--- config.mk ---
export PLATFORM = sky130hd
export DESIGN_NAME = bpcr_sqrt_cell
export DESIGN_NICKNAME = d
export VERILOG_FILES = /design/src/hdl/bpcr_pkg.sv /design/src/hdl/bpcr_sqrt_cell.sv
export SDC_FILE = /design/constraint.sdc
export NUM_CORES = 1
export LEC_CHECK = 0
export BUFFER_PORTS_ARGS = -buffer_cell sky130_fd_sc_hd__clkbuf_2
export CAP_MARGIN = 20
export CORE_ASPECT_RATIO = 1.5
export CORE_UTILIZATION = 53
export CTS_CLUSTER_DIAMETER = 40
export DETAILED_ROUTE_END_ITERATION = 7
export HOLD_SLACK_MARGIN = 0.1
export PLACE_DENSITY_LB_ADDON = 0.1
export REMOVE_ABC_BUFFERS = 1
export SYNTH_ARGS = -nofsm -noshare
export SYNTH_HDL_FRONTEND = slang
export SYNTH_SLANG_ARGS = --single-unit
--- constraint.sdc ---
create_clock -name clk -period 9.4 [get_ports clk]
set_input_delay 2.35 -clock clk [delete_from_list [all_inputs] [get_ports clk]]
set_output_delay 2.35 -clock clk [all_outputs]
set_load 0.05 [all_outputs]
--- src/hdl/bpcr_pkg.sv ---
`timescale 1ns / 1ps
package bpcr_pkg;

	// Field and fixed-point formats
	localparam int unsigned FIELD_W     = 24;
	localparam int unsigned RADIUS_W    = 16;
	localparam logic [RADIUS_W-1:0] RADIUS_RESET = 16'd2560;
	localparam int unsigned GUARD_BITS  = 6;
	localparam int unsigned UNIT_BITS   = 16;

	// Square root lanes: one result bit per cell
	localparam int unsigned SQ_BITS     = 30;

	// Divider lanes: one quotient bit per cell
	localparam int unsigned QUOT_BITS   = 17;
	localparam int unsigned DIV_W       = 31;

	typedef struct packed {
		logic [SQ_BITS:0]     rem;
		logic [SQ_BITS-1:0]   root;
		logic [2*SQ_BITS-1:0] rad;
	} sq_lane_t;

	typedef struct packed {
		logic [DIV_W-1:0]     rem;
		logic [QUOT_BITS-1:0] dq;
		logic [DIV_W-1:0]     den;
	} div_lane_t;

endpackage

--- src/hdl/bpcr_sqrt_cell.sv ---
`timescale 1ns / 1ps
// One digit of a restoring integer square root: bring down two radicand bits,
// try (root*4 + 1), keep one root bit.
module bpcr_sqrt_cell (
	input  logic                clk,
	input  logic                en,
	input  bpcr_pkg::sq_lane_t  lane_i,
	output bpcr_pkg::sq_lane_t  lane_q
);
	localparam int unsigned N  = bpcr_pkg::SQ_BITS;
	localparam int unsigned RW = N + 1;

	logic [N+2:0]       trial_rem;
	logic [N+2:0]       trial;
	logic               fits;
	bpcr_pkg::sq_lane_t nxt;

	always_comb begin
		trial_rem = {lane_i.rem, lane_i.rad[2*N-1 -: 2]};
		trial     = {1'b0, lane_i.root, 2'b01};
		fits      = trial_rem >= trial;
		nxt.rem   = fits ? RW'(trial_rem - trial) : RW'(trial_rem);
		nxt.root  = {lane_i.root[N-2:0], fits};
		nxt.rad   = {lane_i.rad[2*N-3:0], 2'b00};
	end

	always_ff @(posedge clk) begin
		if (en) begin
			lane_q <= nxt;
		end
	end

endmodule

==> impl_metrics.json <==
{
  "grt_max_degree": 74,
  "synth_edf_count": 119,
  "ctsRootBufferMaster": "clkbuf_16",
  "rsz0062_at_grt": "false",
  "postCtsHoldBufs": 0,
  "cts_tree": "yes",
  "power.density_nw_per_um2": 222,
  "whs_ns": 2.12,
  "dieHeight_um": 132,
  "synth_area_um2": 5980,
  "dpl-instance-area_um2": 7290,
  "diodes": 0,
  "grt_pass1_vias": 4639,
  "wl_um": 14400,
  "critPathArrivalTime_ns": 5.58,
  "slew_viol_final": 0,
  "final_cell_area_um2": 7850,
  "relSlewSlack_pct": 42.3,
  "grt.total_usage_pct": 25.1,
  "vias_per_cell": 5.29,
  "area_growth_pct": 31.2,
  "netlist_instances": 448,
  "wl_per_cell_um": 16.8,
  "drive_above_1_share_pct": 43.2,
  "die_w_um": 88.7,
  "critPathLaunch": "lane_i[72]",
  "numCtsBuffers": 17,
  "reg_top3": "lane_q: 119 flops",
  "largest_reg_flops": 119,
  "gp_congestion": 0.886,
  "grt_first_pass_wirelength_um": 22100,
  "p_leak_nw": 3.63,
  "avgSynthCellArea_um2": 13.3,
  "crit_fanout": 17,
  "drtAntennaViolNets": 0,
  "hold_path.class": "input port to flop",
  "async_flop_share_pct": 0,
  "ys_seq_area_share_pct": 59.7,
  "ys_types": 52,
  "cp-end-kind": "flop",
  "max_cap_violations": 0,
  "synthFlopType": "edfxtp_1",
  "fmax_mhz": 184,
  "io_pins": 244,
  "drtPass1Iterations": 7,
  "antenna_found_initial": 0,
  "pre_cts_ws_ns": 3.57,
  "place_inst": 821,
  "power_mw": 1.74,
  "htree_levels": 4,
  "path_clk_slew_ns": 0.05,
  "ir_worst_vdd_mv": 0.151,
  "fin_nets": 848,
  "critPathLaunchType": "input port",
  "drt_iter0_markers": 211,
  "critPathKind": "input port to flop",
  "setup_viol_count_final": 0,
  "gr-total-overflow": 0,
  "tns_ns": 0,
  "vias": 4513,
  "core_um2": 11000,
  "cts_max_path_buffers": 2,
  "endpoint": "lane_q[120]",
  "ys_seq_elements": 119,
  "required_ns": 9.56,
  "route.detailed.drc": 0,
  "io_buffer_count": 241,
  "row_count": 47,
  "cts.sinks": 119,
  "initial_utilization_pct": 54.4,
  "status": "finished clean",
  "worst_slack_ns": 3.98,
  "stdcell_count": 853,
  "largest-register": "lane_q",
  "fin_crit_sh_pct": 57.7,
  "post_cts_resized": 0,
  "utilization_pct": 71.4,
  "post-cts-setup-buffers": 0,
  "tightest_slew_ns": 0.865,
  "dpl.hpwl_um": 11200,
  "synth_warnings": 0,
  "die-area_um2": 11700,
  "hold_violations": 0,
  "fin_crit_ns": 5.42
}
## worst max-delay path: stages
cell	delay, ns
clkbuf_2	0.12
inv_1	0.05
ha_1	0.38
nand2_1	0.13
nor4_1	0.39
a21o_1	0.17
a31oi_1	0.05
a211oi_1	0.31
o21ai_2	0.14
a31oi_4	0.65
buf_4	0.45
mux2_2	0.37
## worst min-delay path by stage
stage                     startpoint         end  slack [ns]  depth (start not counted)
after global placement    lane_i[51]  lane_q[53]        2.53                          1
after CTS                 lane_i[13]  lane_q[15]        2.10                          1
after floorplan            lane_i[8]  lane_q[10]        2.45                          0
after global routing      lane_i[13]  lane_q[15]        2.10                          1
final                     lane_i[29]  lane_q[31]        2.12                          1
after detailed placement  lane_i[12]  lane_q[14]        2.53                          1
## placed cells by master (no fill, tap or decap), drive strengths merged, types with 3 or more instances in the layout
cell	instances
ha	32
o21ai	17
a211oi	3
a21oi	28
xor2	8
nand2b	5
mux2	28
xnor2	20
clkbuf	258
nand3	7
a21o	15
nor3	8
nor4	4
nand2	24
nor2b	4
a31oi	4
inv	41
o211ai	6
clkinvlp	5
o21a	3
edfxtp	119
o21bai	3
buf	3
clkinv	5
nor2	16
nand4	7
## cell families after synthesis
logic type,after synthesis,synth area share (%)
other,1,0.0627
buffers and inverters,56,4.08
xor gates and xnor gates,28,4.10
AOI/OAI and AO/OA,97,11.0
DFF,119,59.7
adders and majority gates,32,6.69
muxes,30,7.30
and+or+nand+nor,85,7.05
## metal layers
metal | up-vias | part of all wire [%] | global-route usage, %
met5 | - | 0 | 0
met4 | 0 | 1.6 | 8.78
met3 | 16 | 7.1 | 7.33
met2 | 183 | 56 | 47.7
met1 | 2143 | 36 | 24.9
li1 | 2171 | - | -
## report_power, final
| part | total [mW] | switching, mW | internal, mW | leakage [nW] |
|---|---|---|---|---|
| sequential | 0.665 | 0.0147 | 0.650 | 1.16 |
| clock | 0.600 | 0.236 | 0.364 | 0.259 |
| combinational | 0.473 | 0.326 | 0.147 | 2.21 |
| total | 1.74 | 0.577 | 1.16 | 3.63 |
## cell type report
| cell class | instances | area (um2) |
|---|---|---|
| Clock buffer | 18 | 429 |
| Clock inverter | 14 | 126 |
| Fill cell | 802 | 3150 |
| Inverter | 38 | 143 |
| Multi-Input combinational cell | 274 | 2170 |
| Sequential cell | 119 | 3570 |
| Tap cell | 147 | 184 |
| Timing Repair Buffer | 243 | 1220 |
## synth_stat cells, types with 3 or more instances
master / count / share of area, %
edfxtp_1: 119 / 60
mux2_4: 27 / 6.8
o21ai_0: 16 / 1.3
a211oi_1: 3 / 0.38
nor2_1: 16 / 1.0
o211ai_1: 6 / 0.75
o21a_1: 3 / 0.38
nand4_1: 7 / 0.73
o21bai_1: 3 / 0.38
clkbuf_1: 10 / 0.63
nor2b_1: 4 / 0.42
nor3_1: 8 / 0.67
xnor2_1: 20 / 2.9
nand2_1: 24 / 1.5
inv_1: 38 / 2.4
nor4_1: 4 / 0.42
nand3_1: 7 / 0.59
ha_1: 32 / 6.7
a31oi_1: 3 / 0.31
a21oi_1: 28 / 2.3
nand2b_1: 5 / 0.52
buf_6: 3 / 0.56
a21o_1: 15 / 1.9
buf_2: 3 / 0.25
xor2_1: 8 / 1.2
(Power assumes the default switching activity.)
