[config.mk]
export PLATFORM = sky130hd
export DESIGN_NAME = bpcr_div_cell
export DESIGN_NICKNAME = d
export VERILOG_FILES = /design/src/hdl/bpcr_pkg.sv /design/src/hdl/bpcr_div_cell.sv
export SDC_FILE = /design/constraint.sdc
export NUM_CORES = 1
export LEC_CHECK = 0
export BUFFER_PORTS_ARGS = -buffer_cell sky130_fd_sc_hd__buf_2
export CORE_ASPECT_RATIO = 1.25
export CORE_MARGIN = 2
export CORE_UTILIZATION = 47
export CTS_BUF_LIST = sky130_fd_sc_hd__clkbuf_4
export DETAILED_ROUTE_END_ITERATION = 6
export GPL_TIMING_DRIVEN = 0
export HOLD_SLACK_MARGIN = 0.02
export PLACE_DENSITY_LB_ADDON = 0.3
export RECOVER_POWER = 100
export SLEW_MARGIN = 20
export SYNTH_ARGS = -nofsm -noshare
export SYNTH_HDL_FRONTEND = slang
export SYNTH_SLANG_ARGS = --single-unit
[constraint.sdc]
create_clock -name clk -period 2.4 [get_ports clk]
set_input_delay 0 -clock clk [delete_from_list [all_inputs] [get_ports clk]]
set_output_delay 0 -clock clk [all_outputs]
set_load 0.1 [all_outputs]
[src/hdl/bpcr_pkg.sv]
`timescale 1ns / 1ps
package bpcr_pkg;

	// Field and fixed-point formats
	localparam int unsigned FIELD_W     = 24;
	localparam int unsigned RADIUS_W    = 16;
	localparam logic [RADIUS_W-1:0] RADIUS_RESET = 16'd2560;
	localparam int unsigned GUARD_BITS  = 6;
	localparam int unsigned UNIT_BITS   = 16;

	// Square root lanes: one result bit per cell
	localparam int unsigned SQ_BITS     = 30;

	// Divider lanes: one quotient bit per cell
	localparam int unsigned QUOT_BITS   = 17;
	localparam int unsigned DIV_W       = 31;

	typedef struct packed {
		logic [SQ_BITS:0]     rem;
		logic [SQ_BITS-1:0]   root;
		logic [2*SQ_BITS-1:0] rad;
	} sq_lane_t;

	typedef struct packed {
		logic [DIV_W-1:0]     rem;
		logic [QUOT_BITS-1:0] dq;
		logic [DIV_W-1:0]     den;
	} div_lane_t;

endpackage

[src/hdl/bpcr_div_cell.sv]
`timescale 1ns / 1ps
// One step of restoring division: shift in the next dividend bit, subtract
// the divisor when it fits, shift the quotient bit in at the bottom.
module bpcr_div_cell (
	input  logic                clk,
	input  logic                en,
	input  bpcr_pkg::div_lane_t lane_i,
	output bpcr_pkg::div_lane_t lane_q
);
	localparam int unsigned W  = bpcr_pkg::DIV_W;
	localparam int unsigned QB = bpcr_pkg::QUOT_BITS;

	logic [W:0]          trial;
	logic [W:0]          den_x;
	logic                fits;
	bpcr_pkg::div_lane_t nxt;

	always_comb begin
		trial   = {lane_i.rem, lane_i.dq[QB-1]};
		den_x   = {1'b0, lane_i.den};
		fits    = trial >= den_x;
		nxt.rem = fits ? W'(trial - den_x) : W'(trial);
		nxt.dq  = {lane_i.dq[QB-2:0], fits};
		nxt.den = lane_i.den;
	end

	always_ff @(posedge clk) begin
		if (en) begin
			lane_q <= nxt;
		end
	end

endmodule

==> flow_summary_export.csv <==
group,metric,value,unit
worst_setup_path,cp_top_family,"compound AO/OA/AOI/OAI gates",
timing,period_share,93.12,%
clock_tree,htree_levels,3,
clock_tree,clkTransAtPathRegs,0.11,ns
worst_setup_path,cp-start-kind,"input pin",
synthesis,synth_top_family_by_area,"compound AO/OA/AOI/OAI gates",
worst_setup_path,cp.required,2.62,ns
worst_setup_path,cp_max_fo,6,
final_layout,nFillCells,841,
worst_setup_path,critPathKind,"in2reg",
min_path,min_path_cells,4,
global_route,use_met1,26.48,%
synthesis,synth_simple_gate_area_share,11.95,%
floorplanning,coreArea,9459,sq um
synthesis,synth_edf_count,79,
synthesis,synthDistinctLibCells,47,
global_route,gr-usage-met2,43.43,%
worst_setup_path,slowest_stage,"ha_1",
synthesis,synthAdderAreaFrac,9.035,%
final_layout,final_cells,809,
clock_tree,cts_tree,"done",
worst_setup_path,end_kind,"flop",
synthesis,synth_common_cells,"edfxtp_1 (79), a21oi_1 (49), inv_1 (41), nor2_1 (41), nand2_1 (35)",
worst_setup_path,critPathArrivalTime,2.46,ns
final_layout,drive_above_1_share,14.64,%
synthesis,synth.most_common_cell,"edfxtp_1",
final_layout,area_growth,40.24,%
floorplanning,start_util,47.72,%
status,failed_checks,"capacitance limit, slew limit",
clock_tree,root_buffer,"clkbuf_4",
final_layout,largest_reg_flops,79,
placed_design,dp_hpwl,8.318,mm
final_layout,design_area,6331,sq um
run,cap_violations,1,
placed_design,dpl_cell_area,5490,sq um
timing,drv_slew,40,
placed_design,post-place-cells,712,
min_path,hold_end,"lane_q[49]",
floorplanning,die_w,91.66,um
synthesis,syn_area,4514,sq um
synthesis,yosys.area.top_type,"edfxtp_1",
placed_design,gp_congestion,0.8480,
worst_setup_path,crit_chain,"clkbuf_1 > inv_1 > ha_1 > nand4_1 > o21bai_1 > a211oi_2 > nor2_1 > o311a_1 > nor2_2 > nor4b_1 > o41ai_2",
timing,finalSetupViolations,0,
synthesis,synth.area.top_cells,"edfxtp_1 (53%), ha_1 (8.6%), a21oi_1 (5.4%), inv_1 (3.4%), nor2_1 (3.4%)",
final_layout,finalNetCount,791,
floorplanning,die_y,113.6,um
routing,vias,4238,
timing,slew_headroom,-40.21,%
global_route,antenna_found_initial,0,
final_layout,top_register,"lane_q",
synthesis,synth_top_area_share,52.55,%
routing,vias_per_cell,5.239,
synthesis,ys.warnings.count,0,
routing,first_pass_iters,5,
status,status,"finished, violations left",
worst_setup_path,critical-path-max-stage-delay,0.42,ns
routing,ant_nets,0,
placed_design,portBuffers,159,
synthesis,synth_ff_type,"edfxtp_1",
power,power_density,711.5,nW/um^2
final_layout,largestRegisters,"lane_q (79)",
routing,initialDrtViolationCount,190,
routing,wl_per_cell,14.96,um
timing,whs,0.1183,ns
final_layout,diodes,0,
global_route,grt_start_max_net_pins,41,
worst_setup_path,crit_buf_inv,2,
clock_tree,clockBufferDepth,2,
global_route,grt_pass1_wl,19.52,mm
worst_setup_path,cp_num_cells,11,
synthesis,synth-xor-area-share,4.462,%
floorplanning,die-area,10410,sq um
routing,wirelength,12.10,mm
routing,drc,0,
clock_tree,cts_made_buffers,9,
power,power.static_leakage,0.002626,uW
global_route,grt_pass1_vias,4269,
clock_tree,cts_sinks,79,
timing,worstMarginPinSlew,2.103,ns
synthesis,ys_seq_elements,79,
synthesis,syn_nets,539,
synthesis,synth_compound_area_share,16.49,%
synthesis,yosysSeqAreaShare,52.55,%
timing,setup-tns-final,0,ns
timing,report.final.hold_viol_count,0,
power,peakVddDrop,0.3998,mV
timing,fmax,0.4475,GHz
timing,fin_crit,2.235,ns
floorplanning,io_pins,160,
min_path,hp-class,"in2reg",
global_route,grt_most_used_layer,"met2",
synthesis,synthCells,426,
synthesis,syn-mean-instance-area,10.60,sq um
min_path,hold_path_startpoint,"lane_i[48]",
global_route,gr-usage-all-layers,23.62,%
global_route,gr-total-overflow,0,
timing,rsz0062_at_grt,"false",
final_layout,fin_util,66.93,%
synthesis,synth.area.mux_share,0.3326,%
synthesis,synthArstFlopShare,0,%
floorplanning,num_rows,40,
global_route,use_met3,4.491,%
[per-layer routing]
| metal | vias to the layer above | wire, um | part of all wire [%] |
|---|---|---|---|
| li1 | 2059 | - | - |
| met1 | 1985 | 4746 | 39 |
| met2 | 170 | 6351 | 52 |
| met3 | 24 | 741 | 6.1 |
| met4 | 0 | 259 | 2.1 |
| met5 | - | 0 | 0 |
[metrics by stage]
stage	total power, uW	setup WS, ns
floorplan	3350	0.05469
global placement	3692	-0.5727
detailed placement	3710	-0.5361
CTS	4536	0.02751
global route	4701	0.008243
finish	4505	0.1652
[worst max-delay path by stage]
stage	endpoint	startpoint	slack (ns)
floorplan	lane_q[66]	lane_i[25]	0.05
global placement	lane_q[51]	lane_i[2]	-0.57
detailed placement	lane_q[60]	lane_i[2]	-0.54
CTS	lane_q[54]	lane_i[20]	0.03
global route	lane_q[51]	lane_i[25]	0.008
finish	lane_q[77]	lane_i[3]	0.17
[cell usage in the layout (no fill, tap or decap), types with 9 or more instances in the layout]
cell	Yosys	routed
o21ai_0	27	26
clkbuf_1	4	97
a21oi_1	49	48
nand2_1	35	35
nor2_1	41	40
xnor2_1	11	11
inv_1	41	41
edfxtp_1	79	79
clkbuf_4	0	9
dlygate4sd3_1	0	79
ha_1	31	31
xor2_1	12	12
buf_2	5	69
[power breakdown]
group	total, uW	switching, uW	internal (uW)
combinational	2030	1580	442
clock	733	434	299
sequential	1750	40.7	1710
[layout make-up]
class	instances	area (sq um)	share of cell area, %
clock inverters	7	53.80	0.8498
flip-flops and latches	79	2372	37.47
clock buffers	9	67.56	1.067
repair buffers	241	1504	23.75
inverters	42	160.2	2.530
plain buffers	12	73.82	1.166
multi-input cells	293	1942	30.67
well taps	126	157.7	2.490
[logic make-up after synthesis]
family                     Yosys count
AOI/OAI and AO/OA                  121
and+or+nand+nor                    116
DFF                                 79
buffers and inverters               54
adders and majority gates           32
xor gates and xnor gates            23
muxes                                1
[repair_timing]
| action | CTS | global route |
|---|---|---|
| setup endpoints to repair | 22 | 31 |
| resized for setup | 2 | 6 |
| buffers inserted | 0 | 2 |
| hold buffers | 79 | 0 |
| pin swaps | 1 | 1 |
| hold endpoints to repair | 78 | 0 |
(Power assumes the default switching activity.)
